$ cat src/rtl/dual_pin_bitstream_ring_player_defines.svh
// assertion macros shared by the ring player rtl
`ifndef DUAL_PIN_BITSTREAM_RING_PLAYER_DEFINES_SVH
`define DUAL_PIN_BITSTREAM_RING_PLAYER_DEFINES_SVH

// same-cycle implication, sampled on clk, off during rst
`define DRBP_ASSERT_NOW(label, ante, cons, msg) \
  label: assert property (@(posedge clk) disable iff (rst) (ante) |-> (cons)) \
    else $error(msg);

// next-cycle implication, sampled on clk, off during rst
`define DRBP_ASSERT_NEXT(label, ante, cons, msg) \
  label: assert property (@(posedge clk) disable iff (rst) (ante) |=> (cons)) \
    else $error(msg);

`endif

$ cat src/rtl/drbp_pkg.sv
package drbp_pkg;

  // fixed field widths
  localparam int LEN_W      = 11;
  localparam int FREE_W     = 10;
  localparam int PAIR_W     = 2;
  localparam int LEN_RESET  = 1024;

  // command codes on the input tuser
  localparam logic CMD_WRITE = 1'b0;
  localparam logic CMD_TICK  = 1'b1;

  // short queue between front and back
  localparam int QUEUE_DEPTH = 2;

  // pointer lanes of the modulo reducer
  localparam int PTR_LANES   = 3;
  localparam int LANE_READ   = 0;
  localparam int LANE_COMMIT = 1;
  localparam int LANE_STAGE  = 2;

  typedef enum logic {
    OP_WRITE,
    OP_TICK
  } op_t;

  // one classified beat waiting for the back end
  typedef struct packed {
    op_t               op;
    logic [PAIR_W-1:0] pair;
    logic              last;
  } item_t;

  // one result beat
  typedef struct packed {
    logic [FREE_W-1:0] free_slots;
    logic              overflow;
    logic              emitted;
    logic              pin_b;
    logic              pin_a;
  } result_t;

  // hold conditions seen by the front end
  typedef struct packed {
    logic clearing;
    logic mod_hold;
  } ctl_t;

  typedef enum logic [1:0] {
    ST_CLEAR,
    ST_IDLE,
    ST_FINISH
  } back_state_t;

endpackage

$ cat src/rtl/ring_ram.sv
module ring_ram #(
  parameter int WIDTH = 2,
  parameter int DEPTH = 1024
) (
  input  logic                     clk,
  input  logic                     we,
  input  logic [$clog2(DEPTH)-1:0] waddr,
  input  logic [WIDTH-1:0]         wdata,
  input  logic [$clog2(DEPTH)-1:0] raddr,
  output logic [WIDTH-1:0]         rdata
);

  logic [WIDTH-1:0] mem [DEPTH];

  // one write port, registered read port
  always_ff @(posedge clk) begin
    if (we) begin
      mem[waddr] <= wdata;
    end
    rdata <= mem[raddr];
  end

endmodule

$ cat src/rtl/drbp_queue.sv
module drbp_queue (
  input  logic            clk,
  input  logic            rst,
  input  logic            push,
  input  drbp_pkg::item_t push_item,
  output logic            full,
  input  logic            pop,
  output logic            pop_valid,
  output drbp_pkg::item_t pop_item
);

  localparam int QW = (drbp_pkg::QUEUE_DEPTH > 1) ? $clog2(drbp_pkg::QUEUE_DEPTH) : 1;
  localparam int CW = $clog2(drbp_pkg::QUEUE_DEPTH + 1);

  drbp_pkg::item_t slots [drbp_pkg::QUEUE_DEPTH];
  logic [QW-1:0]   wr_ptr;
  logic [QW-1:0]   rd_ptr;
  logic [CW-1:0]   count;

  assign full      = (count == CW'(drbp_pkg::QUEUE_DEPTH));
  assign pop_valid = (count != '0);
  assign pop_item  = slots[rd_ptr];

  // slot storage
  always_ff @(posedge clk) begin
    if (push) begin
      slots[wr_ptr] <= push_item;
    end
  end

  // pointers and fill count
  always_ff @(posedge clk) begin
    if (rst) begin
      wr_ptr <= '0;
      rd_ptr <= '0;
      count  <= '0;
    end else begin
      if (push) begin
        wr_ptr <= (wr_ptr == QW'(drbp_pkg::QUEUE_DEPTH - 1)) ? '0 : wr_ptr + 1'b1;
      end
      if (pop) begin
        rd_ptr <= (rd_ptr == QW'(drbp_pkg::QUEUE_DEPTH - 1)) ? '0 : rd_ptr + 1'b1;
      end
      case ({push, pop})
        2'b10:   count <= count + 1'b1;
        2'b01:   count <= count - 1'b1;
        default: count <= count;
      endcase
    end
  end

endmodule

$ cat src/rtl/drbp_front.sv
module drbp_front (
  input  logic            rst,
  input  drbp_pkg::ctl_t  ctl,
  input  logic            s_tvalid,
  output logic            s_tready,
  input  logic [7:0]      s_tdata,
  input  logic            s_tuser,
  input  logic            s_tlast,
  input  logic            q_full,
  output logic            push,
  output drbp_pkg::item_t push_item
);

  // accept only when the back end can take new work
  assign s_tready = !rst && !ctl.clearing && !ctl.mod_hold && !q_full;
  assign push     = s_tvalid && s_tready;

  // classify the beat
  always_comb begin
    push_item.pair = s_tdata[drbp_pkg::PAIR_W-1:0];
    push_item.last = s_tlast;
    unique case (s_tuser)
      drbp_pkg::CMD_WRITE: push_item.op = drbp_pkg::OP_WRITE;
      drbp_pkg::CMD_TICK:  push_item.op = drbp_pkg::OP_TICK;
      default:             push_item.op = drbp_pkg::OP_TICK;
    endcase
  end

endmodule

$ cat src/rtl/drbp_modred.sv
module drbp_modred #(
  parameter int MAX_DEPTH = 1024
) (
  input  logic                         clk,
  input  logic                         rst,
  input  logic                         start,
  input  logic [$clog2(MAX_DEPTH+1)-1:0] n,
  input  logic [$clog2(MAX_DEPTH)-1:0] dividend [drbp_pkg::PTR_LANES],
  output logic                         busy,
  output logic                         done,
  output logic [$clog2(MAX_DEPTH)-1:0] rem [drbp_pkg::PTR_LANES]
);

  localparam int PW = $clog2(MAX_DEPTH);
  localparam int LW = $clog2(MAX_DEPTH + 1);
  localparam int RW = LW + 1;
  localparam int SW = $clog2(PW + 1);

  logic [PW-1:0] div_sh [drbp_pkg::PTR_LANES];
  logic [RW-1:0] part   [drbp_pkg::PTR_LANES];
  logic [RW-1:0] part_next [drbp_pkg::PTR_LANES];
  logic [SW-1:0] step;

  // one restoring step per lane: shift in a dividend bit, subtract if it fits
  always_comb begin
    for (int i = 0; i < drbp_pkg::PTR_LANES; i++) begin
      part_next[i] = {part[i][RW-2:0], div_sh[i][PW-1]};
      if (part_next[i] >= RW'(n)) begin
        part_next[i] = part_next[i] - RW'(n);
      end
      rem[i] = part[i][PW-1:0];
    end
  end

  // lane registers
  always_ff @(posedge clk) begin
    for (int i = 0; i < drbp_pkg::PTR_LANES; i++) begin
      if (start) begin
        div_sh[i] <= dividend[i];
        part[i]   <= '0;
      end else if (busy) begin
        div_sh[i] <= div_sh[i] << 1;
        part[i]   <= part_next[i];
      end
    end
  end

  // step counter, one bit of the dividend per cycle
  always_ff @(posedge clk) begin
    if (rst) begin
      busy <= 1'b0;
      done <= 1'b0;
      step <= '0;
    end else begin
      done <= 1'b0;
      if (start) begin
        busy <= 1'b1;
        step <= '0;
      end else if (busy) begin
        step <= step + 1'b1;
        if (step == SW'(PW - 1)) begin
          busy <= 1'b0;
          done <= 1'b1;
        end
      end
    end
  end

endmodule

$ cat src/rtl/drbp_back.sv
module drbp_back #(
  parameter int MAX_DEPTH = 1024
) (
  input  logic                           clk,
  input  logic                           rst,
  input  logic [$clog2(MAX_DEPTH+1)-1:0] n,
  input  logic                           mod_hold,
  input  logic                           mod_done,
  input  logic [$clog2(MAX_DEPTH)-1:0]   mod_rem [drbp_pkg::PTR_LANES],
  output logic [$clog2(MAX_DEPTH)-1:0]   ptrs    [drbp_pkg::PTR_LANES],
  output logic                           clearing,
  input  logic                           q_valid,
  input  drbp_pkg::item_t                q_item,
  output logic                           q_pop,
  output logic                           out_valid,
  input  logic                           out_ready,
  output drbp_pkg::result_t              out_res
);

  localparam int PW = $clog2(MAX_DEPTH);
  localparam int LW = $clog2(MAX_DEPTH + 1);
  localparam int CW = PW + 1;
  localparam int FW = (PW + 2 > drbp_pkg::FREE_W) ? PW + 2 : drbp_pkg::FREE_W;

  drbp_pkg::back_state_t state, state_next;

  logic [PW-1:0] read_ptr, commit_ptr, stage_ptr;
  logic [PW-1:0] read_mod, commit_mod, stage_mod;
  logic [PW-1:0] clr_addr;
  logic [drbp_pkg::PAIR_W-1:0] pin_levels;
  logic          res_emitted, res_overflow;

  logic [PW-1:0] stage_adv, read_adv;
  logic          ring_full, can_play;
  logic          is_write;
  logic          ram_we;
  logic [PW-1:0] ram_waddr;
  logic [drbp_pkg::PAIR_W-1:0] ram_wdata, ram_rdata, pins_now;
  logic [FW-1:0] rr, ww, nn, free_full;

  // pointer advance with wrap at the ring length
  function automatic logic [PW-1:0] advance(input logic [PW-1:0] p,
                                            input logic [LW-1:0] len);
    logic [CW-1:0] q;
    q = {1'b0, p} + CW'(1);
    return (q >= CW'(len)) ? '0 : q[PW-1:0];
  endfunction

  assign ptrs[drbp_pkg::LANE_READ]   = read_ptr;
  assign ptrs[drbp_pkg::LANE_COMMIT] = commit_ptr;
  assign ptrs[drbp_pkg::LANE_STAGE]  = stage_ptr;
  assign clearing = (state == drbp_pkg::ST_CLEAR);

  // classify against the pointers
  assign stage_adv = advance(stage_ptr, n);
  assign read_adv  = advance(read_ptr, n);
  assign ring_full = (stage_adv == read_ptr);
  assign can_play  = (read_ptr != commit_ptr);
  assign is_write  = (q_item.op == drbp_pkg::OP_WRITE);

  // next state and pop
  always_comb begin
    state_next = state;
    q_pop      = 1'b0;
    unique case (state)
      drbp_pkg::ST_CLEAR: begin
        if (clr_addr == PW'(MAX_DEPTH - 1)) begin
          state_next = drbp_pkg::ST_IDLE;
        end
      end
      drbp_pkg::ST_IDLE: begin
        if (q_valid && !mod_hold && (!out_valid || out_ready)) begin
          q_pop      = 1'b1;
          state_next = drbp_pkg::ST_FINISH;
        end
      end
      drbp_pkg::ST_FINISH: begin
        state_next = drbp_pkg::ST_IDLE;
      end
      default: state_next = drbp_pkg::ST_CLEAR;
    endcase
  end

  // store port: clearing sweep or staged write
  always_comb begin
    if (clearing) begin
      ram_we    = 1'b1;
      ram_waddr = clr_addr;
      ram_wdata = '0;
    end else begin
      ram_we    = q_pop && is_write && !ring_full;
      ram_waddr = stage_ptr;
      ram_wdata = q_item.pair;
    end
  end

  ring_ram #(
    .WIDTH (drbp_pkg::PAIR_W),
    .DEPTH (MAX_DEPTH)
  ) u_store (
    .clk   (clk),
    .we    (ram_we),
    .waddr (ram_waddr),
    .wdata (ram_wdata),
    .raddr (read_ptr),
    .rdata (ram_rdata)
  );

  // free slots from the reduced pointers, one slot kept empty
  always_comb begin
    rr = FW'(read_mod);
    ww = FW'(commit_mod);
    nn = FW'(n);
    if (rr > ww) begin
      free_full = rr - ww - FW'(1);
    end else begin
      free_full = rr + nn - ww - FW'(1);
    end
    pins_now = res_emitted ? ram_rdata : pin_levels;
  end

  // state register and clearing sweep address
  always_ff @(posedge clk) begin
    if (rst) begin
      state    <= drbp_pkg::ST_CLEAR;
      clr_addr <= '0;
    end else begin
      state <= state_next;
      if (clearing) begin
        clr_addr <= clr_addr + 1'b1;
      end
    end
  end

  // pointer updates
  always_ff @(posedge clk) begin
    if (rst) begin
      read_ptr   <= '0;
      commit_ptr <= '0;
      stage_ptr  <= '0;
      read_mod   <= '0;
      commit_mod <= '0;
      stage_mod  <= '0;
    end else if (mod_done) begin
      read_mod   <= mod_rem[drbp_pkg::LANE_READ];
      commit_mod <= mod_rem[drbp_pkg::LANE_COMMIT];
      stage_mod  <= mod_rem[drbp_pkg::LANE_STAGE];
    end else if (q_pop) begin
      if (is_write) begin
        if (!ring_full) begin
          stage_ptr <= stage_adv;
          stage_mod <= stage_adv;
        end
        if (q_item.last) begin
          commit_ptr <= ring_full ? stage_ptr : stage_adv;
          commit_mod <= ring_full ? stage_mod : stage_adv;
        end
      end else if (can_play) begin
        read_ptr <= read_adv;
        read_mod <= read_adv;
      end
    end
  end

  // per-item flags carried to the finish cycle
  always_ff @(posedge clk) begin
    if (q_pop) begin
      res_emitted  <= !is_write && can_play;
      res_overflow <= is_write && ring_full;
    end
  end

  // pin levels and result register
  always_ff @(posedge clk) begin
    if (rst) begin
      pin_levels <= '0;
      out_valid  <= 1'b0;
    end else begin
      if (state == drbp_pkg::ST_FINISH) begin
        pin_levels <= pins_now;
        out_valid  <= 1'b1;
      end else if (out_ready) begin
        out_valid <= 1'b0;
      end
    end
  end

  always_ff @(posedge clk) begin
    if (state == drbp_pkg::ST_FINISH) begin
      out_res.pin_a      <= pins_now[0];
      out_res.pin_b      <= pins_now[1];
      out_res.emitted    <= res_emitted;
      out_res.overflow   <= res_overflow;
      out_res.free_slots <= free_full[drbp_pkg::FREE_W-1:0];
    end
  end

endmodule

$ cat src/rtl/dual_pin_bitstream_ring_player.sv
// Bit-pair ring player for two output pins.
// Input stream (s_*): one beat per command. tuser = 0 writes the pair in tdata
// into the staging slot, tlast on a write commits the staged batch to the
// player; tuser = 1 is a playback tick that plays the next committed pair.
// Output stream (m_*): exactly one result beat per input beat, in order, with
// the pin levels, emitted/overflow flags and the free slot count.
// Config: cfg_wr_en with cfg_wr_data sets the ring length (clamped to
// 2..MAX_DEPTH); write it only while no beat is in flight.
// Path: an accepted beat is registered in the queue, popped in the back end's
// idle state, finished around the registered store read in its finish state,
// then registered for m_tvalid; the back end pops a new beat only from idle.
// A config write holds s_tready low while the pointers are reduced modulo the
// new length, one bit a cycle.
// Reset: synchronous; afterwards a clearing sweep zeroes the pair store
// with s_tready low, config writes still taken.
// Stall: the result register holds while m_tready is low; a two-beat queue
// keeps accepting until full, then s_tready drops.
`include "dual_pin_bitstream_ring_player_defines.svh"

module dual_pin_bitstream_ring_player #(
  parameter int MAX_DEPTH = 1024
) (
  input  logic                       clk,
  input  logic                       rst,
  input  logic                       cfg_wr_en,
  input  logic [drbp_pkg::LEN_W-1:0] cfg_wr_data,  // ring_length
  input  logic                       s_tvalid,
  output logic                       s_tready,
  input  logic [7:0]                 s_tdata,      // bit_a, bit_b, zero pad
  input  logic                       s_tuser,      // command
  input  logic                       s_tlast,      // end_of_batch
  output logic                       m_tvalid,
  input  logic                       m_tready,
  output logic [15:0]                m_tdata       // pin_a, pin_b, emitted, overflow,
                                                   // free_slots[9:0], zero pad
);

  localparam int PW = $clog2(MAX_DEPTH);
  localparam int LW = $clog2(MAX_DEPTH + 1);
  localparam int EW = (LW > drbp_pkg::LEN_W) ? LW : drbp_pkg::LEN_W;

  logic [drbp_pkg::LEN_W-1:0] ring_length;
  logic [EW-1:0]              len_ext;
  logic [LW-1:0]              n;
  logic                       cfg_pend;
  logic                       mod_busy, mod_done;
  logic [PW-1:0]              mod_rem [drbp_pkg::PTR_LANES];
  logic [PW-1:0]              ptrs    [drbp_pkg::PTR_LANES];
  logic                       clearing;
  drbp_pkg::ctl_t             ctl;
  logic                       push, q_full, q_pop, q_valid;
  drbp_pkg::item_t            push_item, q_item;
  drbp_pkg::result_t          out_res;

  // ring length register and pending reduction flag
  always_ff @(posedge clk) begin
    if (rst) begin
      ring_length <= drbp_pkg::LEN_W'(drbp_pkg::LEN_RESET);
      cfg_pend    <= 1'b0;
    end else begin
      cfg_pend <= cfg_wr_en;
      if (cfg_wr_en) begin
        ring_length <= cfg_wr_data;
      end
    end
  end

  // effective length, clamped
  always_comb begin
    len_ext = EW'(ring_length);
    if (len_ext > EW'(MAX_DEPTH)) begin
      n = LW'(MAX_DEPTH);
    end else if (len_ext < EW'(2)) begin
      n = LW'(2);
    end else begin
      n = LW'(len_ext);
    end
  end

  assign ctl.clearing = clearing;
  assign ctl.mod_hold = cfg_pend || mod_busy || mod_done;

  drbp_front u_front (
    .rst       (rst),
    .ctl       (ctl),
    .s_tvalid  (s_tvalid),
    .s_tready  (s_tready),
    .s_tdata   (s_tdata),
    .s_tuser   (s_tuser),
    .s_tlast   (s_tlast),
    .q_full    (q_full),
    .push      (push),
    .push_item (push_item)
  );

  drbp_queue u_queue (
    .clk       (clk),
    .rst       (rst),
    .push      (push),
    .push_item (push_item),
    .full      (q_full),
    .pop       (q_pop),
    .pop_valid (q_valid),
    .pop_item  (q_item)
  );

  drbp_modred #(
    .MAX_DEPTH (MAX_DEPTH)
  ) u_modred (
    .clk      (clk),
    .rst      (rst),
    .start    (cfg_pend),
    .n        (n),
    .dividend (ptrs),
    .busy     (mod_busy),
    .done     (mod_done),
    .rem      (mod_rem)
  );

  drbp_back #(
    .MAX_DEPTH (MAX_DEPTH)
  ) u_back (
    .clk       (clk),
    .rst       (rst),
    .n         (n),
    .mod_hold  (ctl.mod_hold),
    .mod_done  (mod_done),
    .mod_rem   (mod_rem),
    .ptrs      (ptrs),
    .clearing  (clearing),
    .q_valid   (q_valid),
    .q_item    (q_item),
    .q_pop     (q_pop),
    .out_valid (m_tvalid),
    .out_ready (m_tready),
    .out_res   (out_res)
  );

  // result beat packing
  assign m_tdata = {2'b00, out_res.free_slots, out_res.overflow, out_res.emitted,
                    out_res.pin_b, out_res.pin_a};

  // checks
  `DRBP_ASSERT_NOW(a_no_accept_clearing, clearing, !s_tready, "beat accepted during clear")
  `DRBP_ASSERT_NEXT(a_cfg_blocks_input, cfg_wr_en, !s_tready, "beat accepted after cfg write")
  `DRBP_ASSERT_NOW(a_flags_exclusive, m_tvalid, !(m_tdata[2] && m_tdata[3]),
                   "emitted and overflow both set")

endmodule

$ cat config.mk
export PLATFORM = sky130hd
export DESIGN_NAME = dual_pin_bitstream_ring_player
export DESIGN_NICKNAME = d
export VERILOG_FILES = /design/src/rtl/drbp_pkg.sv /design/src/rtl/ring_ram.sv /design/src/rtl/drbp_queue.sv /design/src/rtl/drbp_front.sv /design/src/rtl/drbp_modred.sv /design/src/rtl/drbp_back.sv /design/src/rtl/dual_pin_bitstream_ring_player.sv
export VERILOG_INCLUDE_DIRS = /design/src /design/src/rtl
export SDC_FILE = /design/constraint.sdc
export NUM_CORES = 2
export LEC_CHECK = 0
export ABC_AREA = 1
export BUFFER_PORTS_ARGS = -buffer_cell sky130_fd_sc_hd__buf_2
export CAP_MARGIN = 30
export CORE_UTILIZATION = 32
export CTS_CLUSTER_SIZE = 8
export DETAILED_ROUTE_END_ITERATION = 8
export GPL_ROUTABILITY_DRIVEN = 1
export PLACE_DENSITY = 0.44
export SKIP_CTS_REPAIR_TIMING = 1
export SYNTH_ARGS = -nofsm -noshare
export SYNTH_HDL_FRONTEND = slang
export SYNTH_SLANG_ARGS = --single-unit
export TNS_END_PERCENT = 50
$ cat constraint.sdc
create_clock -name clk -period 30.6 [get_ports clk]
set_input_delay 3.06 -clock clk [delete_from_list [all_inputs] [get_ports clk]]
set_output_delay 3.06 -clock clk [all_outputs]
set_load 0.02 [all_outputs]
==> results.tsv <==
stage	metric	value	unit
layout	fillcell total	30400	
layout	nets@finish	9251	
setup_path	Crit-path slowest cell	a2111oi_0	
place	placed cell count	12900	
logic_synthesis	Post-Synthesis Cells	9266	
grt	largest net degree at the start of global routing	199	
logic_synthesis	Distinct cells, synth	51	
die	chip height	556	um
layout	most common cell after layout, fill and taps aside	nor2_1	
die	initial core utilization	32.1	%
die	die width	556	um
setup_path	CP arrival	4.46	ns
route	Post-DRT Antenna Nets	0	
die	row cnt	203	
route	final wirelength	319	mm
route	per-cell routed wire length	24.0	um
place	Port-buffer cells	35	
clock_tree	clk_lat worst skew	0.86	ns
min_path	HP Start	u_back.res_overflow$_DFFE_PP_	
layout	Post-Layout Cell Count	13300	
sta	Slew HR	31.3	%
sta	Final Worst Setup Slack	23.08	ns
die	Core ar.	0.306	sq mm
sta	Setup Viol. Count Final	0	
layout	layout cell share with drive strength beyond 1	6.92	%
pwr	Cell Pwr Density	59.2	mW/mm^2
setup_path	Worst setup SP type	primary input	
setup_path	crit path kind	primary input to output pin	
route	DR vias	69100	
place	DP HPWL	175	mm
grt	vias in the first global route	69400	
clock_tree	CTS Buffer Depth	4	
setup_path	crit-path max cell delay	0.66	ns
pwr	total power	6.59	mW
sta	Tightest Pin Transition	1.03	ns
grt	global-route wire length before repair	465	mm
sta	Period Utilization, post-route	24.6	%
logic_synthesis	syn_area_per_cell	10.6	sq um
place	Place WS	23.10	ns
setup_path	Setup crit end kind	output pin	
min_path	HP Class	register to register	
sta	Setup TNS	0	ns
logic_synthesis	Post-synth EDFFs	2134	
sta	Final Max Slew Viols	0	
layout	commonest non-fill, non-tap cells in the layout	nor2_1 (2457), edfxtp_1 (2134), nand2_1 (1061)	
logic_synthesis	synth warn	0	
setup_path	crit-path most repeated cell	buf_2	
die	I/O Pins	44	
setup_path	reg2reg start	len_ext[3]$_SDFFE_PP0P_	
sta	fmax	0.133	GHz
logic_synthesis	Post-synth top flop	edfxtp_1	
pwr	Lkg Pwr	38.6	nW
place	Final Wtd Congestion	0.824	
logic_synthesis	async set-reset flop share out of synthesis	0	%
job	max-cap violation count	0	
logic_synthesis	Post-Synthesis Cell Area	0.0983	sq mm
clock_tree	clock-pin slew on the worst setup and hold paths	0.05	ns
layout	area delta synth->final	13.2	%
sta	endpoints failing hold	0	
clock_tree	CTS tree	yes	
setup_path	WP data required	27.54	ns
logic_synthesis	#FFs+latches synth	2235	
setup_path	CP Launch Point	rst	
route	Via density	5.21	
pwr	Worst VDD drop	0.0386	mV
clock_tree	H-tree level count	5	
sta	crit path time final	7.52	ns
grt	initial antenna violation count	13	
grt	GRT Overall Usage	20.3	%
clock_tree	clock sinks	2235	
run_status	outcome	completed	
sta	worst hold margin	0.434	ns
setup_path	CP max FO	76	
route	initial DRC count	6096	
clock_tree	TritonCTS Buffers	322	
setup_path	CP Cell Sequence	buf_2, buf_4, a2111oi_0, buf_2	
route	DRC	0	
grt	gr ovfl total	0	
route	DR pass1 iterations	8	
logic_synthesis	Seq/Total Area, Yosys	67.3	%
sta	final clock skew	0.0682	ns
clock_tree	Root Buffer	clkbuf_16	
sta	RSZ-0062 raised after global routing	false	
die	die area	0.309	sq mm
## cells by family (layout without fill, tap and decap cells)
kind of cell,Yosys count,in the layout,synth area share [%]
buffers and inverters,988,896,4.36
XOR/XNOR,54,54,0.489
other,1,6,0.00382
flip-flops,2235,2235,67.3
adder cells (fa/ha/maj),94,94,1.30
AND/OR/NAND/NOR,4239,4239,17.2
AO/OA/AOI/OAI,1655,1655,9.37
## path summary, 6_finish.rpt
kind	end	depth (start not counted)	slack, ns
max	s_tready	4	23.08
min	u_back.out_res[3]$_DFFE_PP_	0	0.43
max reg2reg	u_back.u_store.mem[675][1]$_DFFE_PP_	20	23.91
min reg2reg	u_back.out_res[3]$_DFFE_PP_	0	0.43
## sequential cells by signal (all words and copies together) (netlist names), 10 cells and up, named ones only
register	flops
u_back.read_mod	10
u_back.stage_ptr	10
u_back.commit_mod	10
u_modred.part	33
u_back.u_store.mem	2048
len_ext	11
u_modred.div_sh	30
u_back.out_res	14
u_back.read_ptr	10
u_back.clr_addr	10
u_back.commit_ptr	10
u_back.stage_mod	10
## area by class of cell
class                   instances  area, sq um  share of cell area (%)
diodes                          4         10.0                 0.00900
clock buffers                 354         8370                    7.52
multi-input cells            6044        28100                    25.3
repair buffers                217         2180                    1.96
flip-flops and latches       2235        66100                    59.4
well taps                    4100         5130                    4.61
inverters                     311         1190                    1.07
clock inverters                14          118                   0.106
## cells in the mapped netlist (all sizes together), types with 3 or more instances
library cell | instances | area share, %
o21ai | 1046 | 5.3
buf | 316 | 1.8
a211oi | 7 | 0.053
xnor2 | 21 | 0.19
clkinv | 8 | 0.031
nor3 | 14 | 0.083
o221ai | 19 | 0.17
a21oi | 196 | 1.0
a31oi | 16 | 0.10
clkbuf | 361 | 1.4
o31ai | 4 | 0.031
inv | 303 | 1.2
o22ai | 100 | 0.64
dfxtp | 101 | 2.1
ha | 80 | 1.0
edfxtp | 2134 | 65
nor2 | 2468 | 9.4
xor2 | 33 | 0.30
nand4 | 27 | 0.17
o211ai | 255 | 1.9
a211o | 3 | 0.027
fa | 14 | 0.29
nand2 | 1095 | 4.2
nor4 | 5 | 0.032
nand3 | 622 | 3.2
## stage by stage
stage | utilization [%] | instance area (sq um)
after floorplan | - | 98300
after global placement | 33.4 | 102000
after detailed placement | 33.6 | 103000
after CTS | 36.4 | 111000
after global routing | 36.4 | 111000
final | 36.4 | 111000
## power breakdown
part           switching (mW)  total (mW)  internal [mW]
registers             0.00629        3.32           3.32
clock network            1.25        3.15           1.90
logic                  0.0829       0.117         0.0338
## critical path: cells and delay by family
family                 cells  cell delay [ns]
buffers and inverters      3             0.72
AO/OA/AOI/OAI              1             0.66
## routing by layer
layer | global-route usage (%) | routed length, um | vias to the layer above
met5 | 0 | 0 | -
met4 | 6.16 | 9890 | 0
met3 | 2.35 | 15800 | 467
met2 | 34.6 | 153000 | 1939
met1 | 26.9 | 140000 | 34800
li1 | - | - | 31900
Power figures use the tool's default switching activity.
